$ cat config.mk
export PLATFORM = sky130hd
export DESIGN_NAME = v2d_root_cell
export DESIGN_NICKNAME = d
export VERILOG_FILES = /design/src/sv/v2d_pkg.sv /design/src/sv/v2d_root_cell.sv
export SDC_FILE = /design/constraint.sdc
export NUM_CORES = 1
export LEC_CHECK = 0
export CAP_MARGIN = 30
export CORE_MARGIN = 5
export CORE_UTILIZATION = 50
export DETAILED_ROUTE_END_ITERATION = 12
export DONT_BUFFER_PORTS = 1
export HOLD_SLACK_MARGIN = 0.06
export PLACE_DENSITY = 0.72
export REMOVE_ABC_BUFFERS = 1
export SYNTH_ARGS = -nofsm -noshare
export SYNTH_HDL_FRONTEND = slang
export SYNTH_SLANG_ARGS = --single-unit
$ cat constraint.sdc
create_clock -name i_clk -period 9.85 [get_ports i_clk]
set_input_delay 0.4925 -clock i_clk [delete_from_list [all_inputs] [get_ports i_clk]]
set_output_delay 0.4925 -clock i_clk [all_outputs]
set_load 0.05 [all_outputs]
$ cat src/sv/v2d_pkg.sv
// Package with the item types, action codes and pipeline constants of the vector unit.
package v2d_pkg;
    localparam int FRAC_BITS = 8;
    localparam int SQ_W      = 32;               // ax^2 + ay^2 reaches 2^31
    localparam int ROOT_STEPS = 16;              // one result bit per root cell
    localparam int NUM_W     = 16 + FRAC_BITS;   // dividend width of normalize
    localparam int QUO_W     = NUM_W;

    typedef enum logic [2:0] {
        ACT_ADD    = 3'd0,
        ACT_SUB    = 3'd1,
        ACT_SCALE  = 3'd2,
        ACT_LENGTH = 3'd3,
        ACT_NORM   = 3'd4
    } t_action;

    typedef struct packed {
        logic [2:0]         action;
        logic signed [15:0] first_x;
        logic signed [15:0] first_y;
        logic signed [15:0] second_x;
        logic signed [15:0] second_y;
        logic signed [15:0] scale_factor;
    } t_in_item;

    typedef struct packed {
        logic signed [15:0] result_x;
        logic signed [15:0] result_y;
        logic [15:0]        magnitude;
        logic               saturated;
    } t_out_item;

    // Per-item context handed along the chain.
    typedef struct packed {
        logic               vld;
        logic [2:0]         action;
        logic               neg_x;
        logic               neg_y;
        logic [15:0]        mag_x;
        logic [15:0]        mag_y;
        logic signed [17:0] lin_x;   // add/sub/scale result, held at most one past 16 bits
        logic signed [17:0] lin_y;
    } t_ctx;

    typedef struct packed {
        logic [SQ_W-1:0] rem;
        logic [15:0]     root;
    } t_root_st;

    typedef struct packed {
        logic [NUM_W-1:0] num_x;
        logic [NUM_W-1:0] num_y;
        logic [16:0]      rem_x;
        logic [16:0]      rem_y;
        logic [QUO_W-1:0] quo_x;
        logic [QUO_W-1:0] quo_y;
    } t_div_st;

    function automatic logic signed [15:0] clip16(input logic signed [QUO_W+1:0] v,
                                                  output logic sat);
        sat = 1'b0;
        clip16 = v[15:0];
        if (v > 32767) begin
            sat = 1'b1;
            clip16 = 16'sh7fff;
        end else if (v < -32768) begin
            sat = 1'b1;
            clip16 = -16'sh8000;
        end
    endfunction
endpackage

$ cat src/sv/v2d_root_cell.sv
// One cell of the square root chain: decides one root bit per item.
module v2d_root_cell (
    input  logic                i_clk,
    input  logic                i_rst_n,
    input  logic                i_en,
    input  logic [4:0]          i_step,
    input  v2d_pkg::t_ctx       i_ctx,
    input  v2d_pkg::t_root_st   i_st,
    output v2d_pkg::t_ctx       o_ctx,
    output v2d_pkg::t_root_st   o_st
);
    import v2d_pkg::*;

    t_root_st n_st;
    logic [SQ_W+1:0] trial;
    logic [SQ_W+1:0] bitv;
    logic [SQ_W+1:0] ext_rem;

    always_comb begin
        // Bit weight 4^(15-step) against the partially built root.
        bitv    = '0;
        bitv[2*(15-i_step)] = 1'b1;
        ext_rem = {2'b00, i_st.rem};
        trial   = ({{(SQ_W-14){1'b0}}, i_st.root} << (5'd16 - i_step)) + bitv;
        n_st    = i_st;
        if (ext_rem >= trial) begin
            n_st.rem  = SQ_W'(ext_rem - trial);
            n_st.root = i_st.root | (16'd1 << (5'd15 - i_step));
        end
    end

    always_ff @(posedge i_clk) begin
        if (!i_rst_n) begin
            o_ctx.vld <= 1'b0;
        end else if (i_en) begin
            o_ctx.vld <= i_ctx.vld;
        end
        if (i_en) begin
            o_ctx.action    <= i_ctx.action;
            o_ctx.neg_x     <= i_ctx.neg_x;
            o_ctx.neg_y     <= i_ctx.neg_y;
            o_ctx.mag_x     <= i_ctx.mag_x;
            o_ctx.mag_y     <= i_ctx.mag_y;
            o_ctx.lin_x     <= i_ctx.lin_x;
            o_ctx.lin_y     <= i_ctx.lin_y;
            o_st            <= n_st;
        end
    end
endmodule

* Yosys cells after proc, flatten, opt, wreduce, memory -nomap -nowiden
Cells that the tools add are included.
** Operators by class
- Add/subtract/negate cells :: 5
- Order comparisons :: 3
- Shifts and indexed selects :: 2
- Multiplexer cells :: 3
- Bitwise gates (word level) :: 1
- Reductions and logical operators :: 1
** Operators with widths (number)
- 48-bit two-way mux :: 1
- 34-bit by 33-bit adder with 34-bit output :: 1
- 32-bit by 34-bit >= comparator with 1-bit output :: 1
- 16-bit by 5-bit left shift with 34-bit output :: 1
- 32-bit by 1-bit >= comparator with 1-bit output (second input constant) :: 1
- 32-bit by 7-bit less-than comparator with 1-bit output (second input constant) :: 1
- 32-bit subtractor :: 1
- 16-bit bitwise OR :: 1
- 1-bit by 5-bit left shift with 16-bit output (first input constant) :: 1
- 4-bit by 5-bit subtractor with 6-bit output (first input constant) :: 1
- 1-bit demux with 5-bit select :: 1
- 4-bit by 5-bit subtractor with 5-bit output (first input constant) :: 1
- 5-bit subtractor (first input constant) :: 1
- 1-bit logical AND :: 1
- 1-bit two-way mux :: 1
** Storage, ports and cells
- Bits in registers :: 122
- Input bits :: 130
- Output and inout port bits :: 122
- Word-level logic and storage cells :: 25

* Depth between registers and ports, before layout
Gate-level depths: netlist of the first run.
- Word-level depth :: 8
- Mapped depth :: 35
- Depth with buffers taken out :: 28

* Least setup slack after synthesis of the first run
Ideal clock, no wire load.
- Kind :: in2reg
- From :: input port i_step[0]
- To :: register o_st[20] (netlist bit) (data pin)
- Setup time :: 0.260 ns
- Arrival :: 7.115 ns
- Required time :: 9.590 ns
- Path slack :: 2.475 ns
- Cell stages on the path :: 31
- Path buffers :: 7
- Path through :: buf_6 -> inv_2 -> buf_2 -> ha_1 -> ha_1 -> clkbuf_1 -> clkbuf_1 -> clkbuf_1 -> mux4_2 -> nor2_1 -> a31oi_1 -> nor2_1 -> ha_1 -> and3_1 -> a21oi_1 -> o21ai_0 -> a31o_2 -> a21o_1 -> mux2_2 -> ha_1 -> a2111oi_0 -> nand3b_1 -> a221oi_1 -> nor2b_1 -> a21o_1 -> a41oi_1 -> a211oi_4 -> o211a_1 -> buf_6 -> buf_12 -> mux2_4
** RTL lines
- start, declared :: line v2d_root_cell.sv:6 : input logic [4:0] i_step,
- end signal, assigned :: line v2d_root_cell.sv:46 : o_st <= n_st;
- end, declared :: line v2d_root_cell.sv:10 : output v2d_pkg::t_root_st o_st

==> flow_metrics.env, run 1 <==
export IMPL_setup_violations=0
export IMPL_critPathKind="primary input to flop"
export IMPL_initial_utilization_pct=50.35
export IMPL_die_area_um2=20740
export IMPL_layout_drive_gt1_share_pct=14.95
export IMPL_cts_tree="done"
export IMPL_diodes=0
export IMPL_place_gp_congestion=0.9776
export IMPL_track_usage_pct=23.68
export IMPL_synthAdderAreaFrac_pct=8.023
export IMPL_io_pins=252
export IMPL_synthDistinctLibCells=83
export IMPL_status="finished, final reports clean"
export IMPL_nets=998
export IMPL_whs_ns=0.1723
export IMPL_cp_end_kind="flop"
export IMPL_dpl_hpwl_mm=20.10
export IMPL_synth_compound_area_share_pct=17.94
export IMPL_worstSkewPairLatency_ns=0.41
export IMPL_cts_buffer_depth=2
export IMPL_synth_top_family_by_area="compound AO/OA/AOI/OAI gates"
export IMPL_hold_buffers=0
export IMPL_cts_resized_gates=0
export IMPL_yosys_area_share_simple_pct=12.36
export IMPL_ys_seq_area_share_pct=40.67
export IMPL_wl_per_cell_um=24.02
export IMPL_synth_area_leader_cell="edfxtp_1"
export IMPL_cts_clk_slew_worst_paths_ns=0.06
export IMPL_ir_drop_mv=0.1216
export IMPL_routed_wl_mm=25.27
export IMPL_rows=49
export IMPL_r2r_start="o_ctx[73]$_SDFFE_PN0P_"
export IMPL_maxCapViolCount=0
export IMPL_dieHeight_um=144.0
export IMPL_rsz0062_at_grt="false"
export IMPL_required_ns=10.01
export IMPL_max_freq_ghz=0.1325
export IMPL_dr_first_iter_drc_count=587
export IMPL_arrival_ns=7.70
export IMPL_yosys_warnings=0
export IMPL_fin_crit_sh_pct=76.61
export IMPL_cpPeakStageDelay_ns=0.80
export IMPL_hold_start="i_ctx[21]"
export IMPL_h_tree_depth=4
export IMPL_numCtsBuffers=17
export IMPL_synth_area_leaders="edfxtp_1, ha_1, mux4_2"
export IMPL_cts_root_buf="clkbuf_16"
export IMPL_worst_path_max_delay_cell="o211a_2"
export IMPL_synth_ff_type="edfxtp_1"
export IMPL_port_buffers=0
export IMPL_yosys_area_top_type_share_pct=40.45
export IMPL_netlist_area_um2=8982
export IMPL_avgSynthCellArea_um2=10.97
export IMPL_synth_xor_xnor_area_share_pct=5.655
export IMPL_ys_ff_latch=122
export IMPL_grt_max_degree=123
export IMPL_slew_viol_final=0
export IMPL_netlist_instances=819
export IMPL_synth_edf_count=121
export IMPL_place_ws_ns=1.924
export IMPL_overflow=0
export IMPL_synth_area_mux_share_pct=11.97
export IMPL_cp_start_kind="primary input"
export IMPL_crit_fanout=33
export IMPL_firstDrtPassIters=5
export IMPL_core_um2=17840
export IMPL_worst_slack_ns=2.304
export IMPL_hold_viol_final=0
export IMPL_grt_pass1_vias=6516
export IMPL_vias=6673
export IMPL_clock_sinks=122
export IMPL_relSlewSlack_pct=35.54
export IMPL_grt_pass1_wl_mm=37.73
export IMPL_async_flop_share_pct=0
export IMPL_cts_setup_buffers=0
export IMPL_drc=0
export IMPL_power_density_nw_per_um2=194.4
export IMPL_ant_nets=0
export IMPL_setup_tns_final_ns=0
export IMPL_die_x_um=144.0
export IMPL_avgViaCountPerCell=6.343
export IMPL_skew_ns=0
export IMPL_period_needed_ns=7.546
export IMPL_hold_class="primary input to flop"
export IMPL_antenna_found_initial=0
export IMPL_areaGrowthSynthToFinish_pct=7.940
export IMPL_cp_startpoint="i_step[0]"
export IMPL_p_leak_nw=3.602
export IMPL_worst_slew_pin_slew_ns=0.9661
-- state kept, by name, indices dropped and copies added (netlist names) --
signal / cells
o_ctx: 74
o_st: 48
-- per-layer routing --
layer | global-route usage, % | part of all wire, % | vias to the layer above | routed length (um)
met1 | 28.44 | 39 | 3158 | 9836
met3 | 7.308 | 8.8 | 50 | 2236
met4 | 8.771 | 3.1 | 0 | 787
met2 | 40.10 | 49 | 327 | 12410
met5 | 0 | 0 | - | 0
li1 | - | - | 3138 | -
-- synth_stat cells, types with 15 or more instances --
cell type  number
edfxtp_1      121
nor2_1         65
nand2_1        57
ha_1           56
a21oi_1        49
xnor2_1        41
o21ai_0        34
a21o_1         28
inv_1          25
nand3_1        23
mux2_4         22
mux2_2         17
mux2i_1        17
mux4_2         17
xor2_1         17
nor3_1         16
clkbuf_1       15
-- critical path: cells and delay by family --
kind,cells,cell delay (ns)
simple gates,10,1.53
mux,2,0.70
compound gates,9,2.60
buf+inv,3,0.80
xor+xnor,1,0.15
fa+ha+maj,3,1.38
-- final timing paths --
kind	endpoint	slack, ns	cells after the start
worst max-delay path	o_st[33]$_DFFE_PP_	2.30	28
worst min-delay path	o_ctx[21]$_DFFE_PP_	0.17	0
worst max register to register	o_ctx[73]$_SDFFE_PN0P_	8.90	2
worst min register to register	o_ctx[73]$_SDFFE_PN0P_	0.78	2
-- report_power, final --
group | leakage [nW] | total, mW | internal (mW) | switching, mW
clock | 0.270 | 0.601 | 0.371 | 0.230
sequential | 1.19 | 0.834 | 0.636 | 0.197
combinational | 2.14 | 0.449 | 0.200 | 0.250
-- logic make-up after synthesis --
| logic type | Yosys count |
|---|---|
| xor gates and xnor gates | 58 |
| adders and majority gates | 57 |
| DFF | 122 |
| AOI/OAI and AO/OA | 224 |
| other | 1 |
| and+or+nand+nor | 224 |
| muxes | 73 |
| buffers and inverters | 60 |
-- cells in the final DEF, fill, tap and decap left out, drive strengths merged, types with 6 or more instances in the layout --
master / count
edfxtp: 121
nor2: 65
nand2: 58
ha: 56
a21oi: 50
xnor2: 41
mux2: 39
o21ai: 35
inv: 29
a21o: 28
nand3: 24
mux4: 17
mux2i: 17
clkbuf: 17
xor2: 17
nor3: 16
a31oi: 13
nand4: 11
nor2b: 11
o21bai: 11
a211oi: 10
and2: 8
or3: 8
o31ai: 8
o22ai: 7
o21a: 7
a31o: 7
buf: 6
clkinv: 6
-- final cells by class --
class	count	area, um^2
clock inverter	14	147.6
clock buffer	17	425.4
inverter	27	101.3
timing repair buffer	6	45.04
multi-input combinational	637	5036
tap	229	286.5
fill	1522	8145
sequential	122	3654
-- stage by stage --
stage | cell area, um^2 | power [mW] | utilization, % | instances
after CTS | 9696 | 1.897 | 54.34 | 1052
after global placement | 9123 | 1.283 | 51.13 | 1021
after floorplan | 8783 | 1.183 | - | 786
after detailed placement | 9123 | 1.288 | 51.13 | 1021
after global routing | 9696 | 1.971 | 54.34 | 1052
final | 9696 | 1.884 | 54.34 | 1052
(Power assumes the default switching activity.)
==> run 2, diff against run 1 <==
--- a/config.mk
+++ b/config.mk
@@ -11,7 +11,7 @@
 export DETAILED_ROUTE_END_ITERATION = 12
 export DONT_BUFFER_PORTS = 1
 export HOLD_SLACK_MARGIN = 0.06
-export PLACE_DENSITY = 0.72
+export PLACE_DENSITY = 0.75
 export REMOVE_ABC_BUFFERS = 1
 export SYNTH_ARGS = -nofsm -noshare
 export SYNTH_HDL_FRONTEND = slang
==> constraint.sdc (replaced) <==
create_clock -name i_clk -period 6.4 [get_ports i_clk]
set_input_delay 0.32 -clock i_clk [delete_from_list [all_inputs] [get_ports i_clk]]
set_output_delay 0.32 -clock i_clk [all_outputs]
set_load 0.05 [all_outputs]
==> run 2 against run 1 <==
Against the previous run:
- sequential power is 55% higher
- worst setup slack worse by 1.8 ns
- clock skew stayed put
- power is 62% higher
- sequential share of layout area is 4.7 points lower
- largest cell class unchanged
==> flow_metrics.env, run 2 (same netlist as run 1, synthesis figures left out) <==
export IMPL_status="finished, final reports clean"
export IMPL_cts_root_buf="clkbuf_16"
export IMPL_core_um2=17840
export IMPL_cts_tree="done"
export IMPL_rows=49
export IMPL_maxCapViolCount=0
export IMPL_dr_first_iter_drc_count=472
export IMPL_dpl_hpwl_mm=21.44
export IMPL_hold_class="primary input to flop"
export IMPL_layout_drive_gt1_share_pct=19.73
export IMPL_final_cell_mix="edfxtp_1, dlygate4sd3_1, buf_4"
export IMPL_drc=0
export IMPL_combPwrFrac_pct=27.2
export IMPL_rsz0062_at_grt="false"
export IMPL_required_ns=6.56
export IMPL_period_needed_ns=5.939
export IMPL_p_sw_mw=1.106
export IMPL_avgViaCountPerCell=6.119
export IMPL_grt_pass1_wl_mm=41.42
export IMPL_antenna_found_initial=0
export IMPL_clock_sinks=122
export IMPL_setup_tns_final_ns=0
export IMPL_critPathKind="primary input to flop"
export IMPL_worst_slew_pin_slew_ns=0.6246
export IMPL_seqPwrFrac_pct=42.1
export IMPL_grt_max_degree=78
export IMPL_wl_per_cell_um=23.52
export IMPL_setup_violations=0
export IMPL_fin_crit_sh_pct=92.80
export IMPL_io_pins=252
export IMPL_firstDrtPassIters=5
export IMPL_final_common_cell="edfxtp_1"
export IMPL_vias=7324
export IMPL_p_leak_nw=4.276
export IMPL_relSlewSlack_pct=58.06
export IMPL_hold_viol_final=0
export IMPL_nets=1143
export IMPL_slew_viol_final=0
export IMPL_dieHeight_um=144.0
export IMPL_die_area_um2=20740
export IMPL_areaGrowthSynthToFinish_pct=23.19
export IMPL_largestRegisters="o_ctx: 74 flops, o_st: 48 flops"
export IMPL_max_freq_ghz=0.1684
export IMPL_initial_utilization_pct=50.35
export IMPL_power_density_nw_per_um2=276.3
export IMPL_largest_register="o_ctx"
export IMPL_switching_share_pct=36.18
export IMPL_cp_end_kind="flop"
export IMPL_track_usage_pct=26.27
export IMPL_clockPowerShare_pct=30.7
export IMPL_place_area_um2=9613
export IMPL_cts_clk_slew_worst_paths_ns=0.06
export IMPL_numCtsBuffers=17
export IMPL_cts_buffer_depth=2
export IMPL_h_tree_depth=4
export IMPL_worst_slack_ns=0.4605
export IMPL_skew_ns=0
export IMPL_die_x_um=144.0
export IMPL_diodes=0
export IMPL_place_ws_ns=-0.1499
export IMPL_port_buffers=0
export IMPL_fin_area_um2=11070
export IMPL_largest_register_ffs=74
export IMPL_arrival_ns=6.10
export IMPL_cp_start_kind="primary input"
export IMPL_p_int_mw=1.951
export IMPL_ir_drop_mv=0.2158
export IMPL_ant_nets=0
export IMPL_overflow=0
export IMPL_rrSetupSlack_ns=5.43
export IMPL_routed_wl_mm=28.16
export IMPL_place_gp_congestion=0.9510
export IMPL_crit_fanout=22
export IMPL_grt_pass1_vias=7296
export IMPL_worstSkewPairLatency_ns=0.41
[run 2: changes by cell type in the layout (fill, tap and decap cells not counted), moves of 2 or more]
cell           delta
clkinvlp_4        -2
clkinv_4          +3
buf_12            +3
dlygate4sd3_1    +80
buf_4            +61
a2111oi_0         -2
[run 2: final timing paths]
check,start,to,cells past startpoint
max,i_step[1],o_st[20]$_DFFE_PP_,28
min,i_st[1],o_st[1]$_DFFE_PP_,1
max reg2reg,o_ctx[73]$_SDFFE_PN0P_,o_ctx[73]$_SDFFE_PN0P_,2
min reg2reg,o_ctx[73]$_SDFFE_PN0P_,o_ctx[73]$_SDFFE_PN0P_,2
[run 2: layer usage]
layer,part of all wire (%),global-route usage (%)
met1,38,30.81
met4,3.5,10.65
met5,0,0
met3,9.3,7.209
met2,50,45.57
[run 2: layout make-up]
type	instances	area [um^2]
Clock buffer	17	425.4
Clock inverter	14	150.1
Inverter	27	101.3
Fill cell	1420	6775
Tap cell	229	286.5
Timing Repair Buffer	151	1391
Multi-Input combinational cell	637	5057
Sequential cell	122	3654
[run 2: stage by stage]
step / total power [mW] / util, % / std cells / hold WS [ns]
floorplan: 1.821 / - / 786 / 0.4189
global placement: 2.044 / 53.88 / 1084 / 0.4189
detailed placement: 2.054 / 53.88 / 1084 / 0.4189
CTS: 3.054 / 61.86 / 1197 / 0.06024
global route: 3.186 / 62.02 / 1197 / 0.06348
finish: 3.057 / 62.02 / 1197 / 0.07482
[run 2: worst max-delay path, cell delays in order]
cell and delay (ns):
inv_1 0.03, ha_1 0.33, buf_4 0.19, mux2i_2 0.31
nand2_1 0.09, o21ai_0 0.08, o21ai_0 0.11, and2_1 0.17
ha_1 0.28, and2_1 0.17, a41oi_1 0.32, o21bai_1 0.14
a21oi_1 0.20, o21ai_0 0.14, a31o_2 0.24, a21o_1 0.19
mux2_2 0.27, ha_1 0.30, a2111oi_2 0.42, nand3b_1 0.13
a221oi_1 0.33, nor2b_1 0.11, a21o_1 0.21, a41oi_2 0.25
a211oi_4 0.08, o211a_4 0.18, buf_12 0.17, mux2_4 0.31
[run 2: power groups by stage]
stage,registers [mW],clock network (mW),logic [mW]
floorplan,1.28,0,0.545
global placement,1.30,0,0.741
detailed placement,1.30,0,0.750
CTS,1.29,0.951,0.814
global route,1.29,0.990,0.905
finish,1.29,0.939,0.831
[run 2: what timing repair did]
item                                   in CTS  in global routing
endpoints found under the hold margin     157                  0
hold buffers                               82                  0
resized for setup                           0                  7
setup endpoints to repair                   0                 48
setup buffers                               0                  0
