**src/sv/v2d_pkg.sv**
```systemverilog
// Package with the item types, action codes and pipeline constants of the vector unit.
package v2d_pkg;
    localparam int FRAC_BITS = 8;
    localparam int SQ_W      = 32;               // ax^2 + ay^2 reaches 2^31
    localparam int ROOT_STEPS = 16;              // one result bit per root cell
    localparam int NUM_W     = 16 + FRAC_BITS;   // dividend width of normalize
    localparam int QUO_W     = NUM_W;

    typedef enum logic [2:0] {
        ACT_ADD    = 3'd0,
        ACT_SUB    = 3'd1,
        ACT_SCALE  = 3'd2,
        ACT_LENGTH = 3'd3,
        ACT_NORM   = 3'd4
    } t_action;

    typedef struct packed {
        logic [2:0]         action;
        logic signed [15:0] first_x;
        logic signed [15:0] first_y;
        logic signed [15:0] second_x;
        logic signed [15:0] second_y;
        logic signed [15:0] scale_factor;
    } t_in_item;

    typedef struct packed {
        logic signed [15:0] result_x;
        logic signed [15:0] result_y;
        logic [15:0]        magnitude;
        logic               saturated;
    } t_out_item;

    // Per-item context handed along the chain.
    typedef struct packed {
        logic               vld;
        logic [2:0]         action;
        logic               neg_x;
        logic               neg_y;
        logic [15:0]        mag_x;
        logic [15:0]        mag_y;
        logic signed [17:0] lin_x;   // add/sub/scale result, held at most one past 16 bits
        logic signed [17:0] lin_y;
    } t_ctx;

    typedef struct packed {
        logic [SQ_W-1:0] rem;
        logic [15:0]     root;
    } t_root_st;

    typedef struct packed {
        logic [NUM_W-1:0] num_x;
        logic [NUM_W-1:0] num_y;
        logic [16:0]      rem_x;
        logic [16:0]      rem_y;
        logic [QUO_W-1:0] quo_x;
        logic [QUO_W-1:0] quo_y;
    } t_div_st;

    function automatic logic signed [15:0] clip16(input logic signed [QUO_W+1:0] v,
                                                  output logic sat);
        sat = 1'b0;
        clip16 = v[15:0];
        if (v > 32767) begin
            sat = 1'b1;
            clip16 = 16'sh7fff;
        end else if (v < -32768) begin
            sat = 1'b1;
            clip16 = -16'sh8000;
        end
    endfunction
endpackage

```
**src/sv/v2d_div_cell.sv**
```systemverilog
// One cell of the restoring divider chain: one quotient bit for x and for y.
module v2d_div_cell (
    input  logic              i_clk,
    input  logic              i_rst_n,
    input  logic              i_en,
    input  v2d_pkg::t_ctx     i_ctx,
    input  logic [15:0]       i_len,
    input  v2d_pkg::t_div_st  i_st,
    output v2d_pkg::t_ctx     o_ctx,
    output logic [15:0]       o_len,
    output v2d_pkg::t_div_st  o_st
);
    import v2d_pkg::*;

    t_div_st n_st;
    logic [17:0] px;
    logic [17:0] py;

    always_comb begin
        n_st = i_st;
        px = {i_st.rem_x, i_st.num_x[NUM_W-1]};
        py = {i_st.rem_y, i_st.num_y[NUM_W-1]};
        n_st.num_x = i_st.num_x << 1;
        n_st.num_y = i_st.num_y << 1;
        if (px >= {2'b00, i_len}) begin
            n_st.rem_x = 17'(px - {2'b00, i_len});
            n_st.quo_x = {i_st.quo_x[QUO_W-2:0], 1'b1};
        end else begin
            n_st.rem_x = px[16:0];
            n_st.quo_x = {i_st.quo_x[QUO_W-2:0], 1'b0};
        end
        if (py >= {2'b00, i_len}) begin
            n_st.rem_y = 17'(py - {2'b00, i_len});
            n_st.quo_y = {i_st.quo_y[QUO_W-2:0], 1'b1};
        end else begin
            n_st.rem_y = py[16:0];
            n_st.quo_y = {i_st.quo_y[QUO_W-2:0], 1'b0};
        end
    end

    always_ff @(posedge i_clk) begin
        if (!i_rst_n) begin
            o_ctx.vld <= 1'b0;
        end else if (i_en) begin
            o_ctx.vld <= i_ctx.vld;
        end
        if (i_en) begin
            o_ctx.action    <= i_ctx.action;
            o_ctx.neg_x     <= i_ctx.neg_x;
            o_ctx.neg_y     <= i_ctx.neg_y;
            o_ctx.mag_x     <= i_ctx.mag_x;
            o_ctx.mag_y     <= i_ctx.mag_y;
            o_ctx.lin_x     <= i_ctx.lin_x;
            o_ctx.lin_y     <= i_ctx.lin_y;
            o_len           <= i_len;
            o_st            <= n_st;
        end
    end
endmodule

```
**config.mk**
```make
export PLATFORM = sky130hd
export DESIGN_NAME = v2d_div_cell
export DESIGN_NICKNAME = d
export VERILOG_FILES = /design/src/sv/v2d_pkg.sv /design/src/sv/v2d_div_cell.sv
export SDC_FILE = /design/constraint.sdc
export NUM_CORES = 1
export LEC_CHECK = 0
export BUFFER_PORTS_ARGS = -buffer_cell sky130_fd_sc_hd__buf_2
export CAP_MARGIN = 5
export CELL_PAD_IN_SITES_DETAIL_PLACEMENT = 1
export CELL_PAD_IN_SITES_GLOBAL_PLACEMENT = 2
export CORE_MARGIN = 2
export CORE_UTILIZATION = 29
export DETAILED_ROUTE_END_ITERATION = 10
export PLACE_DENSITY = 0.82
export SYNTH_ARGS = -nofsm -noshare
export SYNTH_HDL_FRONTEND = slang
export SYNTH_SLANG_ARGS = --single-unit
```
**constraint.sdc**
```tcl
create_clock -name i_clk -period 3.75 [get_ports i_clk]
set_clock_uncertainty 0.05 [all_clocks]
set_input_delay 0.9375 -clock i_clk [delete_from_list [all_inputs] [get_ports i_clk]]
set_output_delay 0.9375 -clock i_clk [all_outputs]
set_load 0.05 [all_outputs]
```
== After elaboration in Yosys (flattened, before gate mapping) ==
Cells that the tools add are included.
Word-level totals
  bits in registers: 218
  input bits: 223
  output and inout port bits: 220
  logic and storage cells: 23
Operators by class
  add/sub/neg operators: 2
  $lt $le $gt $ge: 2
  muxes and demuxes: 4
Operators with widths (count)
  >= comparator 18 x 16 -> 1 bit: 2
  two-way mux 17 bit: 2
  subtractor 17 x 16 -> 17 bit: 2
  two-way mux 1 bit: 2

== Depth between registers and ports, before layout ==
Gate-level depths: netlist of the first run.
  word-level depth: 2
  gate-level depth with buffers: 13

== Least setup slack after synthesis of the first run ==
No wires, ideal clock.
  kind: input to register
  start: in i_st[129] (netlist name)
  end: reg o_st[81] (netlist name), data pin
  setup time: 0.260 ns
  arrival time: 3.026 ns
  required time: 3.440 ns
  setup slack: 0.414 ns
  stages on the path: 10
  path through: inv_1 > ha_1 > inv_1 > fa_1 > a211oi_1 > o21ai_0 > a31oi_1 > a21oi_1 > a221oi_1 > mux2_2
RTL lines
  from (decl): RTL line v2d_div_cell.sv:8  | input v2d_pkg::t_div_st i_st,
  to (signal assigned): RTL line v2d_div_cell.sv:56  | o_st <= n_st;
  to (decl): RTL line v2d_div_cell.sv:11  | output v2d_pkg::t_div_st o_st

==> flow_results.org, run 1 <==
** Yosys
- Area share of xor/xnor cells in the synthesized design :: 2.12%
- In the synthesized netlist the dominant register cell turns out to be edfxtp_1.
- Flop and latch count out of synthesis :: roughly 220
- The synthesized netlist devotes around 5.1% of its cell area to adder and majority cells.
- Sequential area share after synthesis :: between 70% and 80%
- The top cell type by area accounts for around three quarters of the synthesized area.
- Cells after synthesis :: around 550
- The largest total area in the synthesized netlist belongs to edfxtp_1.
- Multiplexer share of the synthesized area :: under 10%
- After synthesis the cells add up to about 0.0087 mm².
- Main combinational cell family by area after synthesis :: compound AO/OA/AOI/OAI gates
- Yosys mapped a number of flops with a built-in enable equal to 217.
- Yosys attributes the largest share of cell area to edfxtp_1 75%, ha_1 4.6%, a21oi_1 2.0%.
- Summing the areas of all and, or, nand and nor instances in the mapped netlist gives 6.10% of the synthesized area.
- After synthesis, the share of flip-flops with an asynchronous set or reset is 0%.
- Post-synth cell types :: 55
- Yosys printed 0 warnings.
- Post-synthesis compound-gate area fraction :: 8.15%
- Average cell area after synthesis :: about 16 µm²

** Worst setup path
- Startpoint type of the worst setup path :: primary input
- For the worst setup path, the data required time is 3.98 ns.
- The worst setup path is captured at a register.
- Biggest fanout along the worst timing path :: 3
- By startpoint and endpoint, the worst setup path is classified as in -> reg.
- Arr. time, crit path :: approximately 3.3 ns

** Route
- Antenna Violating Nets Remaining :: 0
- Drt first-iter violations :: 365
- Number of vias after detailed routing :: approximately 6,700
- The pre-antenna-repair detailed-routing pass consisted of 4 iterations.
- Detail-routed net length per standard cell :: ~23 µm
- The routed design has approximately 33,000 µm of wire.
- In the routed design, unresolved DRC markers number 0.
- In the routed layout, each cell is associated on average with a via count of 4.68.

** Floorplanning
- 443 I/O pins were placed.
- The core region is 0.0296 mm².
- The die covers roughly 0.031 mm².
- Measured along the x axis, the die boundary spans about 180 µm.
- The floorplan step set the die height to 177 µm.
- Number of rows in the core area :: 63
- Once the floorplan was initialized, standard cells occupied 29.3% of the core.

** Power
- Power Dens Cells :: 583 mW/mm²
- Total Power Consumption :: about 7200 µW
- IR Drop Worst-Case VDD :: 292 µV
- The analysis attributes to cell leakage a power of between 0.005 and 0.006 µW.

** Clock tree
- In this run the number of H-tree levels came out at 1.
- The later pin in the worst-skew pair is clocked with a latency of between 0.5 and 0.6 ns.
- CTS tree :: done
- CTS placed an instance of clkbuf_16 at the clock tree root.
- Gates resized during post-CTS repair numbered 0.
- Clock-pin slew was measured on the worst setup and hold paths at about 0.060 ns.
- # hold bufs at CTS :: 0
- Buffers inserted during clock tree synthesis total 26.
- Clk sinks :: between 200 and 250
- Count of buffers added by post-CTS timing repair for setup :: 0
- Number of buffers between clock root and the deepest sink :: 3

** Placement
- Final weighted congestion in routability-driven placement :: between 0.8 and 0.9
- Detailed placement HPWL :: 26,300 µm
- In this run the tool buffered the top-level ports with about 440 buffer cells.

** STA
- The worst path needs slightly above 3 ns of the cycle, external delays included.
- Top achievable clock speed :: 323 MHz
- Share of the cycle needed by the critical path after routing :: between 80% and 90%
- On the final layout, the worst hold slack is 0.500 ns.
- Final count of hold timing violations :: 0
- Setup violations remaining at the end of the flow were counted as 0.
- The final-report max-slew violation count was 0.
- Headroom to the max-slew limit came out at 60.2%.
- Setup repair after global routing missed its margin :: false
- Transition time at the pin with the least slew margin :: roughly 0.60 ns
- Setup tns final :: 0 ns

** Finish
- Area growth from synthesis to final layout :: 41.9%
- Share of post-route cells with drive strength above 1 :: 48.3%
- Final nets :: 1,271
- Cells fill between 40% and 50% of the core in the end.

** Status
- Result of the run :: completed

** Global route
- Entering global routing, the biggest net connects 66 pins.
- The initial antenna violation count is 19.
- After global routing the overflow that remains totals 0.
- Overall fraction of global-route tracks in use :: 20.1%
- The number of global-route vias before repair came to around 6,700.
- The first global-routing pass estimated ~46,000 µm of wire.

** Hold path
- The tightest min-delay check is of the reg -> reg type.

** Flow run
- Max Cap Violations :: 0
-- power by group --
group          total [µW]  internal (µW)  leakage [µW]  switching [µW]
logic                1630            395       0.00275            1230
clock network        2530           1540      0.000417             994
registers            3000           2940       0.00213            57.3
-- placed cells by master, fill, tap and decap left out, types with 3 or more instances in the layout --
master     count
a31oi_1        3
clkbuf_16     26
o21bai_1       3
inv_1         27
o21a_1         7
nor3_1         5
nand2_1       39
bufinv_16      4
buf_2        437
clkinv_1       8
nor2b_1        4
clkbuf_1       4
xnor2_1       10
ha_1          32
or3_1          3
buf_4         12
nand3_1        5
o31ai_1        4
a21oi_1       34
nor2_1        29
diode_2        6
o21ai_0       32
nand2b_1       5
xor2_1        11
nand4_1        4
clkinv_2       4
a211oi_1       3
mux2_2         7
o211ai_1       3
edfxtp_1     217
a21o_1         7
-- sequential cells by signal (all words and copies together) (netlist names) --
signal,cells
o_st,128
o_ctx,74
o_len,16
-- critical path, cell delays in order --
cell and delay, ns:
buf_2 0.11, inv_1 0.08, ha_1 0.18, inv_1 0.06, fa_1 0.39, a211oi_1 0.22, o21ai_0 0.20, a31oi_1 0.29
a21oi_1 0.16, a221oi_1 0.32, mux2_2 0.38
-- cell families (layout without fill, tap and decap cells) --
| group | count (synthesis) | count (layout) |
|---|---|---|
| simple gates | 110 | 110 |
| compound gates | 113 | 113 |
| mux | 9 | 9 |
| other cells | 1 | 8 |
| fa+ha+maj | 34 | 34 |
| flops | 218 | 218 |
| xor+xnor | 21 | 21 |
| buf+inv | 40 | 526 |
-- Yosys cell counts (4+ instances only) --
cell,instances
o31ai_1,4
xnor2_1,10
ha_1,32
nor2b_1,4
nor2_1,29
nand2b_1,5
xor2_1,11
a21o_1,7
o21ai_0,32
edfxtp_1,217
nand4_1,4
nor3_1,5
nand2_1,39
clkbuf_1,7
nand3_1,5
a21oi_1,34
mux2_2,7
inv_1,27
o21a_1,7
-- per-layer routing --
layer	GRT usage [%]	vias up	wire, µm
li1	-	3025	-
met1	24.4	3308	12400
met2	33.8	287	16300
met3	7.58	53	3390
met4	4.75	20	699
met5	0	-	128
-- through the flow --
step | worst slack [ns] | instances | instance area [µm²]
after CTS | 0.700 | 1423 | 12300
after global routing | 0.466 | 1423 | 12300
after detailed placement | 0.139 | 1376 | 11400
after floorplan | 0.414 | 547 | 8670
final | 0.653 | 1429 | 12300
after global placement | 0.200 | 1376 | 11400
-- worst paths after layout --
check	start	end	slack, ns	depth (start not counted)
max	i_st[129]	o_st[81]	0.65	11
min	o_ctx[73]	o_ctx[73]	0.50	2
max reg2reg	o_ctx[73]	o_ctx[73]	3.09	2
min reg2reg	o_ctx[73]	o_ctx[73]	0.50	2
-- area by class of cell --
| cell class | count | area [µm²] |
|---|---|---|
| well taps | 390 | 488 |
| inverters | 27 | 101 |
| fillers | 3246 | 17300 |
| flip-flops and latches | 218 | 6540 |
| repair buffers | 452 | 2330 |
| diodes | 6 | 15.0 |
| multi-input cells | 289 | 1960 |
| clock inverters | 17 | 186 |
| clock buffers | 30 | 666 |
No activity file was read; power rests on OpenSTA's default activity.
==> inputs of run 2 (changes only) <==
Settings changed: CORE_UTILIZATION 29 to 26, PLACE_DENSITY 0.82 to 0.78.
Clock period 3.75 ns to 2.7 ns, I/O delays scaled along.
==> run 2 against run 1 <==
Against the previous run:
- global-route usage is 0.21 points lower
- worst hold slack worse by 0.26 ns
- first-iteration DRC count is 1.9% higher
- flip-flop and latch count stayed put
- sequential share of layout area is 3.2 points lower
- register-to-register slack worse by 1.0 ns
- critical path type unchanged
- critical endpoint is now o_st[64]
==> flow_results.org, run 2 (synthesized netlist as in run 1, its figures left out) <==
** Global route
- The number of global-route vias before repair came to 7,341 (+10%).
- The layer flagged by global routing as most heavily used is met2.
- The fraction of met2 tracks used by global routing came to 33.2% (-0.67 points).
- The global-route wire length before repair is 50,800 µm (+11%).
- Largest net degree at the start of global routing :: 51 (-23%)
- The met1 global-route usage is 23.2% (-1.3 points).
- The total track usage came to 19.9% (-0.21 points).
- The aggregate global routing overflow was 0 (unchanged).
- Routing usage on met3 :: 7.52% (-0.059 points)
- The initial antenna violation count came to 14 (-5).

** Hold path
- The hold-critical path depth was 1 (-1).
- The startpoint identified for the worst hold timing path is i_ctx[62].
- Worst min path class :: in -> reg
- For hold timing, the worst endpoint is o_ctx[62].

** Route
- The overall via count from detail_route is 7,042 (+5.2%).
- The average vias per placed instance was 4.50 (-4.0%).
- Final routed DRC violation total :: 0 (unchanged)
- The remaining antenna violation count after routing was 0 (unchanged).
- The count of TritonRoute iterations in the first routing pass is 4 (unchanged).
- Final Routed Wirelength :: 35,100 µm (+6.5%)
- The initial DRC count was 372 (+1.9%).
- Detail-routed net length per standard cell :: 22.4 µm (-2.8%)

** Finish
- Final nets :: 1,357 (+6.8%)
- Largest Register :: o_st
- Leaving out fill and tap cells, the most frequent cells in the layout are 437 x buf_2, 217 x edfxtp_1, 96 x buf_4, 39 x nand2_1, 32 x a21oi_1.
- The share of layout cells above drive strength 1 was 53.7% (+5.4 points).
- Leaving out fill and tap cells, the most frequent cell in the layout is buf_2.
- The final core area utilization is 40.0% (-1.6 points).
- Area growth from synthesis to final layout :: 50.8%
- Number of standard cells in the final layout excluding fillers :: 1,566 (+9.6%)
- In the final layout, the registers with the most flip-flops are o_st (128), o_ctx (74), o_len (16).
- The flip-flop count of the largest register after layout was 128 (unchanged).

** Placement
- Final weighted congestion in routability-driven placement :: 0.873 (+5.5%)
- The setup slack after placement is -0.309 ns (-0.448 ns).
- Post-Place Cells :: 1,513 (+10%)
- Count of buffers from port buffering :: 438 (unchanged)
- Detailed placement HPWL :: 28,400 µm (+8.2%)

** Clock tree
- The clock transition at the register clock pins on the worst setup and hold paths after CTS came to 0.06 ns (about the same).
- Worst-Skew Late Latency :: 0.55 ns (+0.02 ns)
- The number of cells upsized or downsized after cts is 0 (unchanged).
- The count of hold-fix buffers inserted at cts was 0 (unchanged).
- Number of buffers between clock root and the deepest sink :: 3 (unchanged)
- The clock buffer count from CTS was 27 (+3.8%).
- CTS tree :: done
- Clk sinks :: 218 (unchanged)
- Clk root buf :: clkbuf_16
- The buffer count from post-CTS setup fixing is 0 (unchanged).
- The number of levels in the clock H-tree came to 1 (unchanged).

** Worst setup path
- The flop-to-flop setup slack was 2.05 ns (-1.04 ns).
- Startpoint type of the worst setup path :: primary input
- Traced cell by cell, the critical path runs through buf_2 > ha_1 > inv_1 > fa_1 > a21oi_1 > buf_4 > o211ai_1 > a21oi_1 > nor3_1 > or4_1 > nand2_1.
- The cell count of the worst reg-to-reg path came to 2 (unchanged).
- Cell type with the highest occurrence count on the critical path :: a21oi_1
- Buffers & Inverters on Critical Path :: 3 (unchanged)
- Peak per-stage delay on the critical path :: 0.47 ns (+0.08 ns)
- Worst r2r dst :: o_ctx[73]
- Cell family with the largest share of critical-path delay :: simple AND/OR/NAND/NOR gates
- Category of the critical setup timing path :: in -> reg
- Total stage count of the critical path :: 11 (unchanged)
- Standard cell with the maximum stage delay on the critical path :: or4_1
- The top fanout value on the critical path came to 3 (unchanged).
- Critical R2R Launch :: o_ctx[73]
- The arrival time at the worst endpoint came to 2.82 ns (-0.51 ns).
- The critical path data required time was 3.07 ns (-0.91 ns).
- Endpoint type of the worst setup path :: register

** STA
- The routed design could run at a clock period as short as 2.45 ns.
- Number of slew-limit violations in the final report :: 0 (unchanged)
- Setup slack of the critical path after layout :: 0.251 ns (-0.401 ns)
- Final count of hold timing violations :: 0 (unchanged)
- The total negative setup slack came to 0 ns (unchanged).
- Timing would allow up to approximately 400 MHz.
- Setup violators final :: 0 (unchanged)
- Setup repair after global routing left no endpoint under its margin.
- Share of the cycle needed by the critical path after routing :: 90.7%

** Status
- The flow ran to the end, and the final reports show no timing, DRC or antenna violations.

** Floorplanning
- Die footprint :: 0.0348 mm² (+11%)
- IO Count :: 443 (unchanged)
- The starting utilization of the core area is 26.5% (-2.8 points).
- Die Span X :: 187 µm (+5.5%)
- The core area was 0.0327 mm² (+11%).
- Number of rows in the core area :: 66 (+4.8%)
- The y dimension of the die is 187 µm (+5.5%).

** Power
- Static leakage :: 0.00572 µW (+7.9%)
- The total chip power is 10,200 µW (+42%).
- Power Dens Cells :: 777 mW/mm² (+33%)
- The maximum vdd ir drop was 510 µV (+74%).

** Flow run
- The count of max-cap constraint violations is 0 (unchanged).
run 2: cell types whose count changed in the layout (fill, tap and decap cells not counted), sizes merged:
cell,change
buf,+85
clkbuf,+1
inv,+3
clkinvlp,+4
bufinv,-2
clkinv,-5
diode,-1
run 2: area by class of cell:
class	count	area (µm²)
clock inverters	17	168
clock buffers	31	691
well taps	442	553
multi-input cells	289	2020
flip-flops and latches	218	6540
repair buffers	537	2980
fillers	3602	19600
diodes	5	12.5
inverters	27	104
run 2: metal layers:
layer / share of wire, % / wire length, µm / vias up
li1: - / - / 3199
met1: 38 / 13400 / 3440
met2: 48 / 16800 / 314
met3: 9.2 / 3210 / 73
met4: 4.5 / 1570 / 16
met5: 0.31 / 110 / -
run 2: how the worst max path moves through the flow:
stage | startpoint | end | slack (ns)
finish | i_len[0] | o_st[64] | 0.25
global route | i_len[0] | o_st[64] | 0.08
CTS | i_len[1] | o_st[78] | 0.25
detailed placement | i_len[0] | o_st[64] | -0.31
global placement | i_len[0] | o_st[64] | -0.28
floorplan | i_st[129] | o_st[81] | -0.02
run 2: stage by stage:
stage	hold slack [ns]	area, µm²
2_1_floorplan	0.693	8740
3_3_place_gp	0.443	12200
3_5_place_dp	0.480	12200
4_1_cts	0.208	13100
5_1_grt	0.217	13100
6_report	0.241	13100
run 2: report_power, final:
| group | internal [µW] | switching [µW] | total [µW] |
|---|---|---|---|
| registers | 4090 | 85.6 | 4170 |
| logic | 679 | 1760 | 2440 |
| clock network | 2040 | 1500 | 3540 |
